<file path="config.mk">
export PLATFORM = sky130hd
export DESIGN_NAME = bfd_ctrl
export DESIGN_NICKNAME = d
export VERILOG_FILES = /design/src/hw/rtl/bfd_pkg.sv /design/src/hw/rtl/bfd_ctrl.sv
export SDC_FILE = /design/constraint.sdc
export NUM_CORES = 1
export LEC_CHECK = 0
export BUFFER_PORTS_ARGS = -buffer_cell sky130_fd_sc_hd__buf_4
export CORE_AREA = 5 5 42 44
export CTS_CLUSTER_SIZE = 25
export DETAILED_ROUTE_END_ITERATION = 12
export DIE_AREA = 0 0 47 49
export SYNTH_ARGS = -nofsm -noshare
export SYNTH_HDL_FRONTEND = slang
export SYNTH_SLANG_ARGS = --single-unit
</file>
<file path="constraint.sdc">
create_clock -name clk -period 1.7 [get_ports clk]
set_clock_uncertainty 0.15 [all_clocks]
set_input_delay 0.085 -clock clk [delete_from_list [all_inputs] [get_ports clk]]
set_output_delay 0.085 -clock clk [all_outputs]
set_load 0.02 [all_outputs]
</file>
<file path="src/hw/rtl/bfd_pkg.sv">
// Shared types and constants for the box filter image downscaler.
// No dependencies; every other file of the block imports this package.
package bfd_pkg;

    localparam int MAX_WIDTH  = 4096;
    localparam int MAX_HEIGHT = 4096;
    localparam int SIZE_W     = 13;
    localparam int COL_W      = $clog2(MAX_WIDTH);
    localparam int ROW_W      = $clog2(MAX_HEIGHT);
    localparam int SUM_W      = 32;
    localparam int CNT_W      = 25;
    localparam int PIX_W      = 8;
    localparam int QBIT_W     = $clog2(PIX_W);
    localparam int CFG_IDX_W  = 2;

    localparam logic [CFG_IDX_W-1:0] REG_SRC_WIDTH  = 2'd0;
    localparam logic [CFG_IDX_W-1:0] REG_SRC_HEIGHT = 2'd1;
    localparam logic [CFG_IDX_W-1:0] REG_DST_WIDTH  = 2'd2;
    localparam logic [CFG_IDX_W-1:0] REG_DST_HEIGHT = 2'd3;

    localparam logic [SIZE_W-1:0] RST_SRC_WIDTH  = 13'd640;
    localparam logic [SIZE_W-1:0] RST_SRC_HEIGHT = 13'd480;
    localparam logic [SIZE_W-1:0] RST_DST_WIDTH  = 13'd320;
    localparam logic [SIZE_W-1:0] RST_DST_HEIGHT = 13'd240;

    typedef enum logic [1:0] {
        S_IDLE,
        S_UPDATE,
        S_DIV,
        S_PUSH
    } state_t;

    typedef struct packed {
        logic take;
        logic update;
        logic div_step;
        logic out_load;
    } ctrl_cmd_t;

    typedef struct packed {
        logic box_close;
        logic div_last;
        logic out_full;
    } dp_status_t;

    typedef struct packed {
        logic [SUM_W-1:0] red;
        logic [SUM_W-1:0] green;
        logic [SUM_W-1:0] blue;
        logic [CNT_W-1:0] count;
    } entry_t;

endpackage

</file>
<file path="src/hw/rtl/bfd_ctrl.sv">
// Controller state machine of the downscaler.
// Depends on bfd_pkg; drives the datapath through ctrl_cmd_t.
module bfd_ctrl import bfd_pkg::*; (
    input  logic       clk,
    input  logic       rst_n,
    input  logic       in_valid,
    output logic       in_ready,
    input  dp_status_t status,
    output ctrl_cmd_t  cmd
);

    state_t state_reg;
    state_t state_next;

    always_ff @(posedge clk or negedge rst_n)
    begin
        if (!rst_n)
        begin
            state_reg <= S_IDLE;
        end
        else
        begin
            state_reg <= state_next;
        end
    end

    always_comb
    begin
        state_next = state_reg;
        case (state_reg)
            S_IDLE:
            begin
                if (in_valid)
                begin
                    state_next = S_UPDATE;
                end
            end
            S_UPDATE:
            begin
                state_next = status.box_close ? S_DIV : S_IDLE;
            end
            S_DIV:
            begin
                if (status.div_last)
                begin
                    state_next = S_PUSH;
                end
            end
            S_PUSH:
            begin
                if (!status.out_full)
                begin
                    state_next = S_IDLE;
                end
            end
            default:
            begin
                state_next = S_IDLE;
            end
        endcase
    end

    always_comb
    begin
        cmd      = '0;
        in_ready = 1'b0;
        case (state_reg)
            S_IDLE:
            begin
                in_ready = 1'b1;
                cmd.take = in_valid;
            end
            S_UPDATE:
            begin
                cmd.update = 1'b1;
            end
            S_DIV:
            begin
                cmd.div_step = 1'b1;
            end
            S_PUSH:
            begin
                cmd.out_load = !status.out_full;
            end
            default:
            begin
                cmd = '0;
            end
        endcase
    end

endmodule

</file>
# Word level (Yosys, flattened, before mapping)
# Index checks and enable logic that the tools add are counted.
word_totals:
  n_memories: 0
  wordCells: 20
  inputBits: 6
  reg_bits: 2
  latch_bits: 0
  rom_bits: 0
  ramBits: 0
classes:
  n_shift: 0
  multipliers: 0
  addsub: 0
  n_mux: 10
  n_lt_le_gt_ge: 0
  n_bitwise: 0
  div_mod_pow: 0
  eq_ne: 6
  reduce_logical: 3
op_table:
  columns: ["cell", "n"]
  rows:
  - ["$mux W2", 4]
  - ["$pmux W2 S4", 1]
  - ["$ne A2 B2 Y1 const B", 3]
  - ["$mux W1", 5]
  - ["$eq A2 B2 Y1 const B", 2]
  - ["$reduce_and A3 Y1", 1]
  - ["$eq A2 B1 Y1 const B", 1]
  - ["$logic_not A2 Y1", 1]
  - ["$logic_not A1 Y1", 1]

# Logic depth before layout (Yosys ltp)
# Gate-level depths: netlist (run 1).
depth:
  ltp_word: 3
  mapped_depth: 2
  mapped_depth_nobuf: 2

# Least setup slack after synthesis (run 1)
# Ideal clock, no wire load.
synth_path:
  path_kind: "reg2reg"
  start: "reg state_reg[0]"
  end: "reg state_reg[0]"
  required_ns: 1.472
  period_less_slack_ns: 1.404
  arrival_ns: 1.176
  setup_slack_ns: 0.296
  stages_incl_launch_ff: 3
  setup_ns: 0.078
  path_buffers: 0
  cell_sequence: "dfrtp_1 > nor3b_1 > o21bai_1"
synth_via:
  elab_chain_len: 3
synth_rtl:
  columns: ["item", "line", "source"]
  rows:
  - ["from (decl)", "bfd_ctrl.sv:12", "state_t state_reg;"]
  - ["from (signal assigned)", "bfd_ctrl.sv:23", "state_reg <= state_next;"]
  - ["$eq A2 B2 Y1 / $logic_not A2 Y1 (equally long branches)", "bfd_ctrl.sv:30", "case (state_reg)"]
  - ["$ne A2 B2 Y1 (no source line)", null, null]
  - ["$reduce_and A3 Y1 (no source line)", null, null]
# Several ways; a longest one is shown, not always the timed one.
# A chain may end at the register's enable or synchronous reset.

# Worst setup path in the final report (run 1)
layout_path:
  start: "in status[1] (netlist bit)"
  end: "reg state_reg[0]"
layout_via:
  elab_chain_len: 2
layout_rtl:
  columns: ["item", "line", "source"]
  rows:
  - ["from (decl)", "bfd_ctrl.sv:8", "input dp_status_t status,"]
  - ["$ne A2 B2 Y1 (no source line)", null, null]
  - ["$reduce_and A3 Y1 (no source line)", null, null]
# Every way passes these cells.

==> results of run 1 <==
cell usage after synthesis (all sizes together):
cell and n:
and2b 1, o21bai 1, or2b 1, nor2 3, a22o 1, dfrtp 2
nor3b 1, mux2i 1, inv 1
per-layer routing:
| layer | wire, um | track usage [%] | share of wire (%) | vias to the layer above |
|---|---|---|---|---|
| met5 | 0 | 0 | 0 | - |
| met4 | 0 | 8.29 | 0 | 0 |
| met3 | 73 | 3.32 | 19 | 0 |
| met2 | 146 | 3.85 | 37 | 9 |
| met1 | 174 | 4.18 | 44 | 58 |
| li1 | - | - | - | 77 |
cell families after synthesis:
family                 synth area share [%]
and+or+nand+nor                        29.7
AOI/OAI and AO/OA                      14.3
DFF                                    44.0
muxes                                  8.79
buffers and inverters                  3.29
layout by cell type, fill, tap and decap left out:
cell	instances
a22o_1	1
and2b_1	1
buf_4	10
clkbuf_4	3
dfrtp_1	2
dlygate4sd3_1	4
inv_1	1
mux2i_1	1
nor2_1	3
nor3b_1	1
o21bai_1	1
or2b_1	1
worst max-delay path, delay by kind of cell:
kind                   cells  cell delay [ns]
multiplexers               1             0.11
buffers and inverters      3             1.22
AO/OA/AOI/OAI              1             0.06
power breakdown:
part,switching (mW),leakage (nW),internal [mW]
sequential,0.0298,0.0245,0.0715
clock,0.0278,0.0138,0.0780
combinational,0.127,0.0981,0.127
total,0.184,0.136,0.276
final cells by class:
class	instances	area (um^2)	area share (%)
well taps	16	20.0	7.37
repair buffers	14	115	42.4
multi-input cells	9	60.1	22.1
flip-flops and latches	2	50.0	18.4
clock buffers	3	22.5	8.29
inverters	1	3.75	1.38
worst paths after layout:
kind	from	to	slack (ns)
setup / recovery	status[1]	state_reg[0]$_DFFE_PN0P_	0.18
hold / removal	rst_n	state_reg[0]$_DFFE_PN0P_	0.03
setup reg to reg	state_reg[0]$_DFFE_PN0P_	state_reg[0]$_DFFE_PN0P_	0.20
hold reg to reg	register	register	0.43
max in group asynchronous	rst_n	async pin	1.28
min in group clk	status[0]	register	0.07
metrics by stage:
step / worst slack, ns / hold WS, ns / instance area (um^2) / cells
after global placement: 0.578 / -0.281 / 209 / 38
final: 0.180 / 0.0313 / 272 / 45
after floorplan: 0.296 / -0.361 / 114 / 12
after CTS: 0.203 / 0.0254 / 272 / 45
after global routing: 0.122 / 0.0425 / 272 / 45
after detailed placement: 0.553 / -0.283 / 209 / 38
==> summary.txt, run 1 <==
Status: completed
GP Congestion: 0.637
CP max FO: 1
Power Dens Cells: 1700 mW/mm^2
Initial antenna violation count: 0
RSZ-0062 raised after global routing: no
Arr. time, crit path: 1.48 ns
Largest net degree at the start of global routing: 7
Top-area cell type share of the netlist area: 44.0%
Core Area: 0.00140 mm^2
Total grt overflow: 0
Fill count: 166
Measured slew at the worst slew-check pin: 0.250 ns
Post-Syn Nets: 18
Final Util: 19.4%
PortBufs: 10
VDD IR max: 0.409 mV
GRT Util Overall: 4.44%
Total CTS buffers: 3
Clock Pin Slew Worst Setup and Hold Paths: 0.03 ns
Via density: 3.20
Synthesized area per cell: 9.49 um^2
Routed WL: 394 um
CP endpoint kind: register
Post-Syn Area: 114 um^2
Max cap viols: 0
Routed len/inst: 8.76 um
Critical-path cell list: dlygate4sd3_1 > buf_4 > mux2i_1 > dlygate4sd3_1 > o21bai_1
PostCTS Resize Cnt: 0
Vias: 144
CTS tree: yes
Slew Limit Fails: 0
Final Power: 0.461 mW
Synth cell types: 9
Vias in the first global route: 156
Upper clock frequency limit: 0.658 GHz
DRC violations left: 0
Die ar.: 0.00230 mm^2
Shortest period the worst path allows: 1.52 ns
Tcrit/Tclk final: 89.4%
Postcts setup bufs: 0
Worst path most repeated cell: dlygate4sd3_1
Crit-path slowest cell: dlygate4sd3_1
Ranking of synthesized cells by area: dfrtp_1 44%, nor2_1 9.9%, mux2i_1 8.8%
Starting Density: 8.12%
FF+latch count, synth: 2
Area leader, netlist: dfrtp_1
Layout area overhead: 138%
H-Tree Depth: 1
Clock buffer depth: 2
Yosys synthesis warning count: 0
Worst-Skew Late Latency: 0.22 ns
Syn Inst Count: 12
Layout cells sized above 1: 44.8%
DPL Wire Length: 299 um
DRT Pass-1 Iters: 1
Final ANT Viol Nets: 0
Rows: 14
Worst slew margin: 83.3%
Worst-case reg-to-reg path depth: 3
Ant diodes: 0
CTS Hold Buffers Added: 4
Count of final setup violators: 0
Setup_tns: 0 ns
WS Path Type: in -> reg
Ports: 11
Critical Path Max Stage Delay: 0.56 ns
Worst hold path type: in -> async
Req. time, crit path: 1.66 ns
Startpoint types: primary input
First-pass GRT wire length: 586 um
Root Buffer: clkbuf_4
Static Leakage: 0.136 nW
DR iter-0 viols: 0
Final #Nets: 37
Post-synthesis sequential area ratio: 44.0%
Die height: 49 um
Final hold viol count: 0
CTS sink cnt: 2
Horiz. Die Dim: 47 um
No activity file was read; power rests on OpenSTA's default activity.
==> inputs of run 2 (changes only) <==
Settings changed: CTS_BUF_LIST from default to sky130_fd_sc_hd__clkbuf_2.
==> run 2 against run 1 <==
Compared with the run above:
- first-iteration DRC count rose by 2
- sequential power about the same
- combinational power shrank 4%
- register-to-register slack better by 0.37 ns
- setup slack improved by 0.18 ns
- cell count fell by 4.4%
- total power fell by 8.8%
- non-clock buffer count down 2
- sequential cell count did not move
- clock power shrank 27%
- critical endpoint is now cmd[0]
- largest power group unchanged
- highest routed layer unchanged
==> summary.txt, run 2 (synthesized netlist as in run 1, its figures left out) <==
H-Tree Depth: 1
WS Path Type: reg -> out
Postcts setup bufs: 0
PortBufs: 10
Startpoint types: register
GRT Util Overall: 4.23%
RSZ-0062 raised after global routing: no
CP endpoint kind: primary output
Cell count after placement: 38
Crit-path slowest cell: dfrtp_1
Vias: 133
Slew Limit Fails: 0
R2r startpoint: state_reg[0]$_DFFE_PN0P_
Final non-filler cell total: 43
Hold path start: status[1]
PostCTS Resize Cnt: 0
Static Leakage: 0.127 nW
Final hold viol count: 0
Crit path buf inv count: 1
Critical Path Max Stage Delay: 0.41 ns
DR iter-0 viols: 2
Setup_tns: 0 ns
Total grt overflow: 0
Root Buffer: clkbuf_2
Final Util: 17.4%
Routed WL: 391 um
Final Cell Area: 244 um^2
Initial antenna violation count: 0
Final ANT Viol Nets: 0
Hold endpoint: state_reg[0]$_DFFE_PN0P_
Worst-Skew Late Latency: 0.20 ns
DPL Wire Length: 299 um
Clock Pin Slew Worst Setup and Hold Paths: 0.03 ns
Max cap viols: 0
Largest net degree at the start of global routing: 7
Horiz. Die Dim: 47 um
DRC violations left: 0
Rows: 14
Layout area overhead: 114%
First-pass GRT wire length: 545 um
Power Dens Cells: 1720 mW/mm^2
Die ar.: 0.00230 mm^2
Vias in the first global route: 141
Total CTS buffers: 3
CTS tree: yes
Worst hold path type: in -> reg
Req. time, crit path: 1.46 ns
Via density: 3.09
Core Area: 0.00140 mm^2
DRT Pass-1 Iters: 2
Layout cells sized above 1: 48.1%
Final Power: 0.420 mW
Smallest hold slack: 0.0233 ns
Tcrit/Tclk final: 79.0%
Measured slew at the worst slew-check pin: 0.273 ns
Ports: 11
Final #Nets: 35
GP Congestion: 0.637
Fill count: 168
Reg2Reg Setup Slack: 0.57 ns
Most frequent cells in the layout: 10 x buf_4, 3 x nor2_1, 3 x clkbuf_2
Final WS setup: 0.357 ns
WHS Path Cells: 3
Worst slew margin: 81.8%
Flip-flop and latch area: 50.0 um^2
Shortest period the worst path allows: 1.34 ns
Commonest non-fill, non-tap cell in the layout: buf_4
CTS sink cnt: 2
Clock buffer depth: 2
Pre-CTS setup slack: 0.553 ns
Critical-path cell list: or2b_1 > nor2_1 > buf_4
Starting Density: 8.12%
Die height: 49 um
Upper clock frequency limit: 0.745 GHz
Count of final setup violators: 0
Routed len/inst: 9.09 um
CP max FO: 6
Multi-input logic area: 60.1 um^2
Arr. time, crit path: 1.11 ns
Status: completed
Post-place instance area: 209 um^2
Cell family with most CP delay: flip-flops
VDD IR max: 0.391 mV
Worst-case reg-to-reg path depth: 2
Ant diodes: 0
run 2: repair_timing:
item,CTS,global route
setup endpoints to repair,0,0
hold endpoints to repair,3,0
hold buffers,2,0
run 2: worst max path at each step:
| stage | slack (ns) | cells past startpoint | start | endpoint |
|---|---|---|---|---|
| after global placement | 0.58 | 3 | state_reg[0]$_DFFE_PN0P_ | cmd[0] |
| final | 0.36 | 3 | state_reg[0]$_DFFE_PN0P_ | cmd[0] |
| after floorplan | 0.30 | 2 | state_reg[0]$_DFFE_PN0P_ | state_reg[0]$_DFFE_PN0P_ |
| after global routing | 0.27 | 2 | register | cmd[3] |
| after CTS | 0.33 | 3 | state_reg[0]$_DFFE_PN0P_ | cmd[0] |
| after detailed placement | 0.55 | 3 | state_reg[0]$_DFFE_PN0P_ | cmd[0] |
run 2: final cells by class:
| type | count | area share (%) |
|---|---|---|
| Clock buffer | 3 | 6.15 |
| Inverter | 1 | 1.54 |
| Multi-Input combinational cell | 9 | 24.6 |
| Sequential cell | 2 | 20.5 |
| Tap cell | 16 | 8.21 |
| Timing Repair Buffer | 12 | 39.0 |
run 2: power breakdown:
group | internal [mW] | switching (mW)
Sequential | 0.0715 | 0.0295
Clock | 0.0471 | 0.0299
Combinational | 0.117 | 0.125
run 2: metal layers:
metal  share of wire, %  global-route usage (%)  vias to the layer above  wire length (um)
met5                  0                       0                        -                 0
met4                  0                    8.29                        0                 0
met3                 19                    3.32                        0                74
met2                 36                    2.94                        9               141
met1                 45                    4.40                       53               175
li1                   -                       -                       71                 -
run 2: worst reg2reg max path, cell delays in order (launching register included):
cell and delay, ns:
dfrtp_1 0.41, or2b_1 0.26, a22o_1 0.19
==> inputs of run 3 (changes only) <==
Clock period 1.7 ns to 1.1 ns, I/O delays scaled along.
==> run 3 against run 2 <==
Compared with the run above:
- the flow now finishes with violations (negative setup slack)
- non-clock buffer count up 7
- count of clock-buffer cells in the layout unchanged
- hold slack improved by 0.0080 ns
- cell count grew 16%
- die area did not move
==> summary.txt, run 3 (synthesized netlist as in run 1, its figures left out) <==
Pre-CTS setup slack: -0.0102 ns
Measured slew at the worst slew-check pin: 0.177 ns
Routed WL: 462 um
Failing checks: negative setup slack
Ports: 11
Layout cells sized above 1: 70.6%
H-Tree Depth: 1
Core Area: 0.00140 mm^2
Total CTS buffers: 3
Root Buffer: clkbuf_2
Final Cell Area: 357 um^2
Die ar.: 0.00230 mm^2
RSZ-0062 raised after global routing: yes
M2 GR Usage: 8.60%
Crit path buf inv count: 2
WS Path Type: reg -> out
Total grt overflow: 0
GR Util met1: 5.05%
Clock share of power: 12.5%
Commonest non-fill, non-tap cell in the layout: buf_4
Via density: 3.60
Power Dens Cells: 2740 mW/mm^2
Gr busiest metal: met2
Arr. time, crit path: 1.07 ns
Cell family with most CP delay: flip-flops
Worst slew margin: 88.2%
Die height: 49 um
DPL Wire Length: 288 um
Worst-case reg-to-reg path depth: 3
CTS tree: yes
Count of final setup violators: 7
Max cap viols: 0
Final #Nets: 42
R2r startpoint: state_reg[0]$_DFFE_PN0P_
Sequential share of power: 17.7%
Critical-path cell list: buf_4 > and2b_2 > buf_6
GRT Util Overall: 5.99%
CP endpoint kind: primary output
CP max FO: 3
CTS sink cnt: 2
Comb pwr share: 69.8%
Internal power: 0.580 mW
Reg2Reg Setup Slack: -0.11 ns
Slew Limit Fails: 0
Final WS setup: -0.175 ns
Clock buffer depth: 2
First-pass GRT wire length: 869 um
CP Launch Point: state_reg[0]$_DFFE_PN0P_
Static Leakage: 0.171 nW
Worst hold path type: in -> async
Starting Density: 8.12%
Vias in the first global route: 228
Sw Ratio: 40.6%
WP depth: 3
Final Power: 0.975 mW
DRC violations left: 0
Horiz. Die Dim: 47 um
Layout area overhead: 213%
DR iter-0 viols: 0
Clock Pin Slew Worst Setup and Hold Paths: 0.03 ns
DRT Pass-1 Iters: 1
Critical Path Max Stage Delay: 0.39 ns
Met3 usage: 2.21%
Req. time, crit path: 0.89 ns
Final ANT Viol Nets: 0
Final hold viol count: 0
Most frequent cells in the layout: 8 x buf_4, 7 x buf_6, 4 x dlygate4sd3_1
Largest net degree at the start of global routing: 6
Shortest period the worst path allows: 1.28 ns
Crit-path slowest cell: dfrtp_1
GP Congestion: 0.576
Ant diodes: 0
Final Util: 25.4%
VDD IR max: 0.832 mV
Vias: 180
Routed len/inst: 9.24 um
Tcrit/Tclk final: 116%
Startpoint types: register
Initial antenna violation count: 0
Rows: 14
Switching pwr: 0.396 mW
PortBufs: 10
Status: finished, violations left
Worst-Skew Late Latency: 0.20 ns
Post-place instance area: 223 um^2
Upper clock frequency limit: 0.784 GHz
[run 3: cell types whose count changed in the layout (fill, tap and decap cells not counted), moves of 2 or more]
| cell | previous run | this run |
|---|---|---|
| buf_4 | 10 | 8 |
| buf_6 | 0 | 7 |
| dlygate4sd3_1 | 2 | 4 |
| nor2_1 | 3 | 1 |
| nor2_4 | 0 | 2 |
[run 3: routing by layer]
metal  wire, um  share of wire [%]
met1        142                 31
met2        270                 58
met3         20                4.3
met4         28                6.1
met5          0                  0
[run 3: what timing repair did]
action                                 4_1_cts  5_1_grt
setup endpoints to repair                    7        7
endpoints found under the hold margin        4        1
hold buffers                                 3        1
pin swaps                                    1        3
gates resized for setup                     10        4
setup buffers                                4        0
[run 3: area by class of cell]
type	count	area, um^2
sequential	2	51.3
clock buffer	3	15.0
inverter	1	3.75
fill	153	1040
tap	16	20.0
timing repair buffer	19	179
multi-input combinational	9	87.6
[run 3: worst max-delay path by stage]
| stage | slack, ns | endpoint |
|---|---|---|
| after floorplan | -0.06 | state_reg[0]$_DFFE_PN0P_ |
| after global placement | -0.005 | register |
| after detailed placement | -0.01 | register |
| after CTS | -0.20 | cmd[3] |
| after global routing | -0.28 | cmd[0] |
| final | -0.18 | cmd[2] |
[run 3: through the flow]
stage	instances	hold WS [ns]	setup TNS, ns
global route	50	0.0138	-1.40
detailed placement	39	-0.311	-0.0102
CTS	49	0.00348	-0.952
floorplan	12	-0.391	-0.157
global placement	39	-0.313	-0.00536
finish	50	0.0313	-0.850
[run 3: power by group through the flow]
stage | registers, mW | clock network (mW) | logic, mW
after CTS | 0.167 | 0.132 | 0.621
after floorplan | 0.155 | 0 | 0.227
final | 0.173 | 0.122 | 0.680
after detailed placement | 0.151 | 0 | 0.419
after global placement | 0.148 | 0 | 0.417
after global routing | 0.182 | 0.160 | 0.726
